### config.mk
export PLATFORM = sky130hd
export DESIGN_NAME = base64_stream_decoder
export DESIGN_NICKNAME = d
export VERILOG_FILES = /design/src/rtl/core/b64d_pkg.sv /design/src/rtl/core/b64d_front.sv /design/src/rtl/core/b64d_job_fifo.sv /design/src/rtl/core/b64d_back.sv /design/src/rtl/core/base64_stream_decoder.sv
export SDC_FILE = /design/constraint.sdc
export NUM_CORES = 1
export LEC_CHECK = 0
export BUFFER_PORTS_ARGS = -buffer_cell sky130_fd_sc_hd__buf_4
export CORE_MARGIN = 2
export CORE_UTILIZATION = 25
export DETAILED_ROUTE_END_ITERATION = 7
export MAX_ROUTING_LAYER = met4
export PLACE_DENSITY = 0.48
export SKIP_CTS_REPAIR_TIMING = 1
export SLEW_MARGIN = 40
export SYNTH_ARGS = -nofsm -noshare
export SYNTH_HDL_FRONTEND = slang
export SYNTH_SLANG_ARGS = --single-unit
### constraint.sdc
create_clock -name clk -period 7.7 [get_ports clk]
set_clock_uncertainty 0.1 [all_clocks]
set_input_delay 0.385 -clock clk [delete_from_list [all_inputs] [get_ports clk]]
set_output_delay 0.385 -clock clk [all_outputs]
set_load 0.005 [all_outputs]
### src/rtl/core/b64d_pkg.sv
`timescale 1ns / 1ps
// ----------------------------------------------------------------------------
// b64d_pkg
// types, constants and the character map shared by the base64 decoder
// ----------------------------------------------------------------------------
package b64d_pkg;

    localparam logic [7:0] PAD_CHAR   = 8'h3D;
    localparam logic [7:0] PLUS_CHAR  = 8'h2B;
    localparam logic [7:0] SLASH_CHAR = 8'h2F;
    localparam logic [7:0] BYTE_MASK  = 8'hFF;

    // byte counts of a group
    localparam logic [1:0] CNT_ONE   = 2'd1;
    localparam logic [1:0] CNT_THREE = 2'd3;

    // group positions
    localparam logic [1:0] POS_LAST = 2'd3;

    localparam logic STATUS_OK  = 1'b0;
    localparam logic STATUS_ERR = 1'b1;

    typedef struct packed {
        logic [7:0] text_char;
        logic       end_of_text;
    } b64d_in_t;

    typedef struct packed {
        logic [7:0] data_byte;
        logic       final_byte;
        logic       status;
    } b64d_out_t;

    // one decoded group handed from front to back
    typedef struct packed {
        logic [23:0] triple;
        logic [1:0]  count;
        logic        last;
        logic        error;
    } b64d_job_t;

    function automatic logic [5:0] char_to_sextet(input logic [7:0] c);
        logic [7:0] v;
        begin
            v = 8'd0;
            if (c >= 8'h41 && c <= 8'h5A)
            begin
                v = c - 8'h41;
            end
            else if (c >= 8'h61 && c <= 8'h7A)
            begin
                v = c - 8'h61 + 8'd26;
            end
            else if (c >= 8'h30 && c <= 8'h39)
            begin
                v = c - 8'h30 + 8'd52;
            end
            else if (c == PLUS_CHAR)
            begin
                v = 8'd62;
            end
            else if (c == SLASH_CHAR)
            begin
                v = 8'd63;
            end
            char_to_sextet = v[5:0];
        end
    endfunction

endpackage

### src/rtl/core/b64d_front.sv
`timescale 1ns / 1ps
// ----------------------------------------------------------------------------
// b64d_front
// takes characters, maps them to sextets and assembles groups of four
// ----------------------------------------------------------------------------
module b64d_front (
    input  logic                clk,
    input  logic                rst_n,
    input  logic                accept,
    input  b64d_pkg::b64d_in_t  in_item,
    output logic                job_valid,
    output b64d_pkg::b64d_job_t job
);
    import b64d_pkg::*;

    logic [17:0] acc_reg, acc_next;
    logic [1:0]  pos_reg, pos_next;
    logic        third_pad_reg, third_pad_next;

    logic       pad;
    logic [5:0] sextet;
    logic       last;

    assign pad    = (in_item.text_char == PAD_CHAR);
    assign sextet = pad ? 6'd0 : char_to_sextet(in_item.text_char & BYTE_MASK);
    assign last   = in_item.end_of_text;

    always_comb
    begin
        acc_next       = acc_reg;
        pos_next       = pos_reg;
        third_pad_next = third_pad_reg;
        job_valid      = 1'b0;
        job.triple     = {acc_reg, sextet};
        job.count      = CNT_THREE - {1'b0, last & pad} - {1'b0, last & third_pad_reg};
        job.last       = last;
        job.error      = STATUS_OK;
        if (accept)
        begin
            if (pos_reg == POS_LAST)
            begin
                job_valid      = 1'b1;
                acc_next       = 18'd0;
                pos_next       = 2'd0;
                third_pad_next = 1'b0;
            end
            else if (last)
            begin
                // text ended inside a group
                job_valid      = 1'b1;
                job.triple     = 24'd0;
                job.count      = CNT_ONE;
                job.error      = STATUS_ERR;
                acc_next       = 18'd0;
                pos_next       = 2'd0;
                third_pad_next = 1'b0;
            end
            else
            begin
                acc_next = {acc_reg[11:0], sextet};
                pos_next = pos_reg + 2'd1;
                if (pos_reg == 2'd2)
                begin
                    third_pad_next = pad;
                end
            end
        end
    end

    always_ff @(posedge clk or negedge rst_n)
    begin
        if (!rst_n)
        begin
            acc_reg       <= 18'd0;
            pos_reg       <= 2'd0;
            third_pad_reg <= 1'b0;
        end
        else
        begin
            acc_reg       <= acc_next;
            pos_reg       <= pos_next;
            third_pad_reg <= third_pad_next;
        end
    end

endmodule

### src/rtl/core/b64d_job_fifo.sv
`timescale 1ns / 1ps
// ----------------------------------------------------------------------------
// b64d_job_fifo
// short queue of decoded groups between front and back
// ----------------------------------------------------------------------------
module b64d_job_fifo #(
    parameter int DEPTH = 4
) (
    input  logic                clk,
    input  logic                rst_n,
    input  logic                wr_en,
    input  b64d_pkg::b64d_job_t wr_data,
    output logic                full,
    input  logic                rd_en,
    output b64d_pkg::b64d_job_t rd_data,
    output logic                empty
);
    import b64d_pkg::*;

    localparam int AW = (DEPTH > 1) ? $clog2(DEPTH) : 1;
    localparam int CW = $clog2(DEPTH + 1);
    localparam logic [AW-1:0] LAST_IDX = AW'(DEPTH - 1);
    localparam logic [CW-1:0] FULL_CNT = CW'(DEPTH);

    b64d_job_t     mem_reg [DEPTH];
    logic [AW-1:0] wr_ptr_reg, wr_ptr_next;
    logic [AW-1:0] rd_ptr_reg, rd_ptr_next;
    logic [CW-1:0] cnt_reg, cnt_next;
    logic          do_wr, do_rd;

    assign full    = (cnt_reg == FULL_CNT);
    assign empty   = (cnt_reg == '0);
    assign do_wr   = wr_en & ~full;
    assign do_rd   = rd_en & ~empty;
    assign rd_data = mem_reg[rd_ptr_reg];

    always_comb
    begin
        wr_ptr_next = wr_ptr_reg;
        rd_ptr_next = rd_ptr_reg;
        cnt_next    = cnt_reg;
        if (do_wr)
        begin
            wr_ptr_next = (wr_ptr_reg == LAST_IDX) ? '0 : wr_ptr_reg + AW'(1);
        end
        if (do_rd)
        begin
            rd_ptr_next = (rd_ptr_reg == LAST_IDX) ? '0 : rd_ptr_reg + AW'(1);
        end
        if (do_wr && !do_rd)
        begin
            cnt_next = cnt_reg + CW'(1);
        end
        else if (do_rd && !do_wr)
        begin
            cnt_next = cnt_reg - CW'(1);
        end
    end

    always_ff @(posedge clk)
    begin
        if (do_wr)
        begin
            mem_reg[wr_ptr_reg] <= wr_data;
        end
    end

    always_ff @(posedge clk or negedge rst_n)
    begin
        if (!rst_n)
        begin
            wr_ptr_reg <= '0;
            rd_ptr_reg <= '0;
            cnt_reg    <= '0;
        end
        else
        begin
            wr_ptr_reg <= wr_ptr_next;
            rd_ptr_reg <= rd_ptr_next;
            cnt_reg    <= cnt_next;
        end
    end

endmodule

### src/rtl/core/b64d_back.sv
`timescale 1ns / 1ps
// ----------------------------------------------------------------------------
// b64d_back
// splits each queued group into bytes and holds them in the output register
// ----------------------------------------------------------------------------
module b64d_back (
    input  logic                clk,
    input  logic                rst_n,
    input  logic                job_avail,
    input  b64d_pkg::b64d_job_t job,
    output logic                job_done,
    input  logic                pop,
    output logic                empty,
    output b64d_pkg::b64d_out_t out_item
);
    import b64d_pkg::*;

    logic [1:0] idx_reg, idx_next;
    logic       out_valid_reg, out_valid_next;
    b64d_out_t  out_reg, out_next;
    logic       load;
    logic       last_of_job;
    logic [7:0] sel_byte;

    assign empty       = ~out_valid_reg;
    assign out_item    = out_reg;
    assign load        = job_avail & (~out_valid_reg | pop);
    assign last_of_job = (idx_reg == job.count - 2'd1);
    assign job_done    = load & last_of_job;

    always_comb
    begin
        case (idx_reg)
            2'd0:    sel_byte = job.triple[23:16];
            2'd1:    sel_byte = job.triple[15:8];
            default: sel_byte = job.triple[7:0];
        endcase
    end

    always_comb
    begin
        idx_next       = idx_reg;
        out_valid_next = out_valid_reg;
        out_next       = out_reg;
        if (load)
        begin
            out_valid_next      = 1'b1;
            out_next.data_byte  = sel_byte;
            out_next.final_byte = job.last & last_of_job;
            out_next.status     = job.error;
            idx_next            = last_of_job ? 2'd0 : idx_reg + 2'd1;
        end
        else if (pop)
        begin
            out_valid_next = 1'b0;
        end
    end

    always_ff @(posedge clk)
    begin
        out_reg <= out_next;
    end

    always_ff @(posedge clk or negedge rst_n)
    begin
        if (!rst_n)
        begin
            idx_reg       <= 2'd0;
            out_valid_reg <= 1'b0;
        end
        else
        begin
            idx_reg       <= idx_next;
            out_valid_reg <= out_valid_next;
        end
    end

endmodule

### src/rtl/core/base64_stream_decoder.sv
`timescale 1ns / 1ps
// ----------------------------------------------------------------------------
// base64_stream_decoder
// standard-alphabet base64 text decoder, one character per transaction
// ----------------------------------------------------------------------------
// usage
//   input channel: drive in_item and raise push; the transaction completes on
//   a clock edge with push high and full low. end_of_text marks the final
//   character of a text
//   result channel: while empty is low out_item holds the oldest byte; it
//   leaves on a clock edge with pop high
// timing
//   one character is taken every cycle while the group queue has room
//   a group enters the queue when its fourth character is taken; its first
//   byte then moves to the output register, then one byte per cycle while
//   pop is high, so three bytes per four characters keep pace with the input
//   an unfinished final group gives a single error transaction instead
// stall behavior
//   a stalled receiver backs up the group queue (JOB_DEPTH entries) and the
//   output register; full rises only when the queue has no free entry
// reset
//   rst_n clears the group assembly, the queue and the output valid flag
// ----------------------------------------------------------------------------
module base64_stream_decoder #(
    parameter int JOB_DEPTH = 4
) (
    input  logic                clk,
    input  logic                rst_n,
    input  logic                push,
    output logic                full,
    input  b64d_pkg::b64d_in_t  in_item,
    output logic                empty,
    input  logic                pop,
    output b64d_pkg::b64d_out_t out_item
);
    import b64d_pkg::*;

    logic      accept;
    logic      job_wr;
    b64d_job_t job_in;
    b64d_job_t job_head;
    logic      job_empty;
    logic      job_done;

    // input transaction completes when the queue can take a group
    assign accept = push & ~full;

    // front: sextet mapping and group assembly
    b64d_front u_front (
        .clk       (clk),
        .rst_n     (rst_n),
        .accept    (accept),
        .in_item   (in_item),
        .job_valid (job_wr),
        .job       (job_in)
    );

    // queue of completed groups
    b64d_job_fifo #(
        .DEPTH (JOB_DEPTH)
    ) u_job_fifo (
        .clk     (clk),
        .rst_n   (rst_n),
        .wr_en   (job_wr),
        .wr_data (job_in),
        .full    (full),
        .rd_en   (job_done),
        .rd_data (job_head),
        .empty   (job_empty)
    );

    // back: byte sequencing into the output register
    b64d_back u_back (
        .clk       (clk),
        .rst_n     (rst_n),
        .job_avail (~job_empty),
        .job       (job_head),
        .job_done  (job_done),
        .pop       (pop),
        .empty     (empty),
        .out_item  (out_item)
    );

endmodule
==> out/metrics.yaml <==
pwr:
  cell_internal_power_dissipation_uw: 1900
  pwr-share-seq: 0.437
  power.share.switching: 0.287
  irDropWorstVdd_v: 0.000154
  p_leak_uw: 0.00279
  share_comb_of_total_power: 0.253
  clock_share_of_power: 0.310
  switching_power_uw: 766
  ratio_of_total_power_to_cell_area_nw_per_um2: 340
cts:
  clock_tree.htree_level_count: 4
  tritoncts: "done"
  cts-buffers-inserted: 17
  clk_latency_ns: 0.42
  worst_setup_hold_path_clk_slew_ns: 0.06
  clock_root_cell: "sky130_fd_sc_hd__clkbuf_16"
  number_of_clock_sinks: 153
  cts.path.max_buffers: 2
outcome:
  failed_checks: "design-rule violations"
  outcome: "finished with violations"
floorplan:
  die_w_um: 167
  initial_core_util: 0.255
  dieHeight_um: 167
  design.core.area_sq_um: 26100
  core.rowCount: 59
  pin_count: 25
  die_area_sq_um: 28000
worst_setup_path:
  timing.critical_path.required_ns: 7.94
  arrival_ns: 3.66
  critical_path.endpoint: "u_job_fifo.cnt_reg[2]$_DFFE_PN0P_"
  critical_path.top_delay_family: "multiplexers"
  maximum_cell_stage_delay_along_the_critical_path_ns: 0.83
  worst-r2r-setup-slack_ns: 4.28
  critical_path.n_buffers_inverters: 2
  r2r_start: "u_job_fifo.rd_ptr_reg[0]$_DFFE_PN0P_"
  path_max_fanout: 31
  type_of_origin_of_the_critical_path: "register"
  slowest_stage: "sky130_fd_sc_hd__dfrtp_4"
  ff2ff_path_depth: 11
  critical_path.cell_chain: "mux4_2, xnor2_1, mux2i_2, nor2b_2, inv_1, ha_1, inv_1, fa_1, xor2_1, nor2_1, xor2_1"
  timing.setup.critical_path_class: "register to register"
  regToRegEndpoint: "u_job_fifo.cnt_reg[2]$_DFFE_PN0P_"
  worst_setup_path_startpoint: "u_job_fifo.rd_ptr_reg[0]$_DFFE_PN0P_"
  worst-path-stages: 11
  endpoint_kind: "register"
placement:
  hpwl_reported_at_the_end_of_detailed_placement_um: 8770
  port-buffer-count: 24
  gp_congestion: 0.778
  post-place-cells: 773
finish:
  fin_util: 0.300
  largest_register_ff_count: 112
  finalNetCount: 492
  antenna_cells_inserted: 0
  final_layout_size_suffix_gt1_frac: 0.223
  layout.filler_cells: 2631
  syn2layout_area_growth_pct: 17.5
  final_std_cells_w_o_fill: 806
synth:
  post_synth_instance_area_sq_um: 6670
  yosysUniqueCellTypes: 53
  ys.warnings.count: 0
  yosysTopAreaCellShare: 0.549
  postSynthCellCount: 430
  synth_enable_flop_cells: 122
  yosys.area.top_type: "sky130_fd_sc_hd__edfxtp_1"
  mappedNetlistNets: 464
  synthFlopType: "sky130_fd_sc_hd__edfxtp_1"
  async_flop_share: 0.203
  syn_avg_cell_area_sq_um: 15.5
  sequential_area_share_after_synthesis: 0.666
  yosys-top-cells-area: "sky130_fd_sc_hd__edfxtp_1 55%, sky130_fd_sc_hd__dfrtp_1 12%, sky130_fd_sc_hd__mux4_2 9.5%, sky130_fd_sc_hd__ha_1 3.8%, sky130_fd_sc_hd__nor2b_1 3.0%"
  synth-seq-cells: 153
sta:
  period_share: 0.444
  slew_viol_final: 0
  fin_setup_tns_ns: 0
  rsz0062_at_grt: "false"
  finalHoldViolCount: 0
  top_achievable_clock_speed_ghz: 0.292
  setup_viol: 0
  tightestPinTransition_ns: 0.634
  layout_min_cycle_time_ns: 3.42
  slew_margin_rel: 0.577
grt:
  grt-ovfl-total: 0
  globalRouteTotalUtil: 0.107
  vias_in_the_first_global_route: 3818
  grt_antenna_before_repair: 0
  grt_start_max_net_pins: 40
  global_route_wire_length_before_repair_um: 21800
detailed_routing:
  drt_pre_antenna_iters: 7
  drt_iter0_markers: 217
  wl_um: 13800
  vias: 3597
  antenna_left: 0
  remaining_drc_errors: 2
  met3_length_um: 435
  post_drt_wl_per_cell_um: 17.2
  topRoutingLayerUsed: "met4"
  wl_met1_um: 6400
  routed-wl-met2_um: 6820
  routed_via_density: 4.46
hold_path:
  worst_hold_path_type: "input pin to register"
job:
  max_cap_viol_count: 0
-- cells in the final DEF, fill, tap and decap left out, types with 3 or more instances in the layout --
master / synthesis / routed
sky130_fd_sc_hd__a221o_1: 8 / 8
sky130_fd_sc_hd__buf_4: 0 / 30
sky130_fd_sc_hd__and2_1: 8 / 4
sky130_fd_sc_hd__o31ai_1: 3 / 3
sky130_fd_sc_hd__nor3_1: 10 / 9
sky130_fd_sc_hd__nor2_1: 9 / 8
sky130_fd_sc_hd__xor2_1: 3 / 3
sky130_fd_sc_hd__nand2_1: 37 / 37
sky130_fd_sc_hd__nor2b_1: 32 / 32
sky130_fd_sc_hd__a21oi_1: 4 / 3
sky130_fd_sc_hd__clkbuf_16: 0 / 17
sky130_fd_sc_hd__bufinv_16: 0 / 3
sky130_fd_sc_hd__inv_1: 16 / 16
sky130_fd_sc_hd__clkinvlp_4: 0 / 4
sky130_fd_sc_hd__xnor2_1: 7 / 7
sky130_fd_sc_hd__mux4_2: 28 / 28
sky130_fd_sc_hd__and2_4: 0 / 4
sky130_fd_sc_hd__ha_1: 20 / 20
sky130_fd_sc_hd__dfrtp_1: 31 / 30
sky130_fd_sc_hd__clkinv_2: 0 / 5
sky130_fd_sc_hd__edfxtp_1: 122 / 122
sky130_fd_sc_hd__nand4_1: 3 / 3
sky130_fd_sc_hd__nand3_1: 5 / 5
sky130_fd_sc_hd__o21ai_0: 21 / 21
-- logic make-up after synthesis --
family | synth area share
mux | 0.102
compound gates | 0.0559
flops | 0.666
buf+inv | 0.0235
xor+xnor | 0.0131
fa+ha+maj | 0.0405
simple gates | 0.0995
-- layer usage --
| layer | vias up | global-route usage |
|---|---|---|
| li1 | 1687 | - |
| met1 | 1839 | 0.132 |
| met2 | 56 | 0.174 |
| met3 | 15 | 0.0248 |
| met4 | 0 | 0.0352 |
| met5 | - | - |
-- worst min path at each step --
stage / from / cells past startpoint / end / slack [ns]
2_1_floorplan: rst_n / 0 / u_back.idx_reg[0]$_DFFE_PN0P_ / -0.01
3_3_place_gp: rst_n / 1 / u_front.third_pad_reg$_DFFE_PN0P_ / 0.27
3_5_place_dp: rst_n / 1 / u_front.third_pad_reg$_DFFE_PN0P_ / 0.27
4_1_cts: rst_n / 1 / u_front.pos_reg[1]$_DFFE_PN0N_ / -0.18
5_1_grt: pop / 2 / u_back.out_valid_reg$_DFFE_PN0P_ / 0.06
6_report: pop / 2 / u_back.out_valid_reg$_DFFE_PN0P_ / 0.05
-- power groups by stage --
stage               combinational (uW)  clock (uW)  sequential (uW)
floorplan                          500           0             1120
global placement                   677           0             1180
detailed placement                 694           0             1190
CTS                                696         839             1170
global route                       748         876             1190
finish                             675         827             1160
-- Yosys cell counts, types with 3 or more instances --
master and number:
sky130_fd_sc_hd__and2_1 8, sky130_fd_sc_hd__xnor2_1 7, sky130_fd_sc_hd__nand2_1 37, sky130_fd_sc_hd__xor2_1 3
sky130_fd_sc_hd__nand4_1 3, sky130_fd_sc_hd__a221o_1 8, sky130_fd_sc_hd__clkbuf_1 14, sky130_fd_sc_hd__nor2_1 9
sky130_fd_sc_hd__o31ai_1 3, sky130_fd_sc_hd__inv_1 16, sky130_fd_sc_hd__nand3_1 5, sky130_fd_sc_hd__mux4_2 28
sky130_fd_sc_hd__edfxtp_1 122, sky130_fd_sc_hd__buf_2 5, sky130_fd_sc_hd__o21ai_0 21, sky130_fd_sc_hd__nor2b_1 32
sky130_fd_sc_hd__nor3_1 10, sky130_fd_sc_hd__a21oi_1 4, sky130_fd_sc_hd__ha_1 20, sky130_fd_sc_hd__dfrtp_1 31
-- stage by stage --
step,instance area (sq um),hold WS (ns),worst slack [ns],total power (uW)
6_report,7840,0.0490,4.28,2670
5_1_grt,7840,0.0636,4.00,2810
4_1_cts,7830,-0.180,4.18,2710
3_5_place_dp,7240,0.271,4.20,1880
3_3_place_gp,7230,0.267,4.00,1860
2_1_floorplan,6670,-0.0106,4.98,1620
-- layout make-up --
| cell class | instances | area [sq um] | share of cell area |
|---|---|---|---|
| flip-flops and latches | 153 | 4440 | 0.567 |
| multi-input cells | 239 | 2090 | 0.267 |
| clock buffers | 19 | 433 | 0.0552 |
| well taps | 335 | 419 | 0.0535 |
| repair buffers | 31 | 235 | 0.0300 |
| clock inverters | 13 | 154 | 0.0196 |
| inverters | 16 | 60.1 | 0.00766 |
Note: power is estimated with default switching activity, not from simulation.
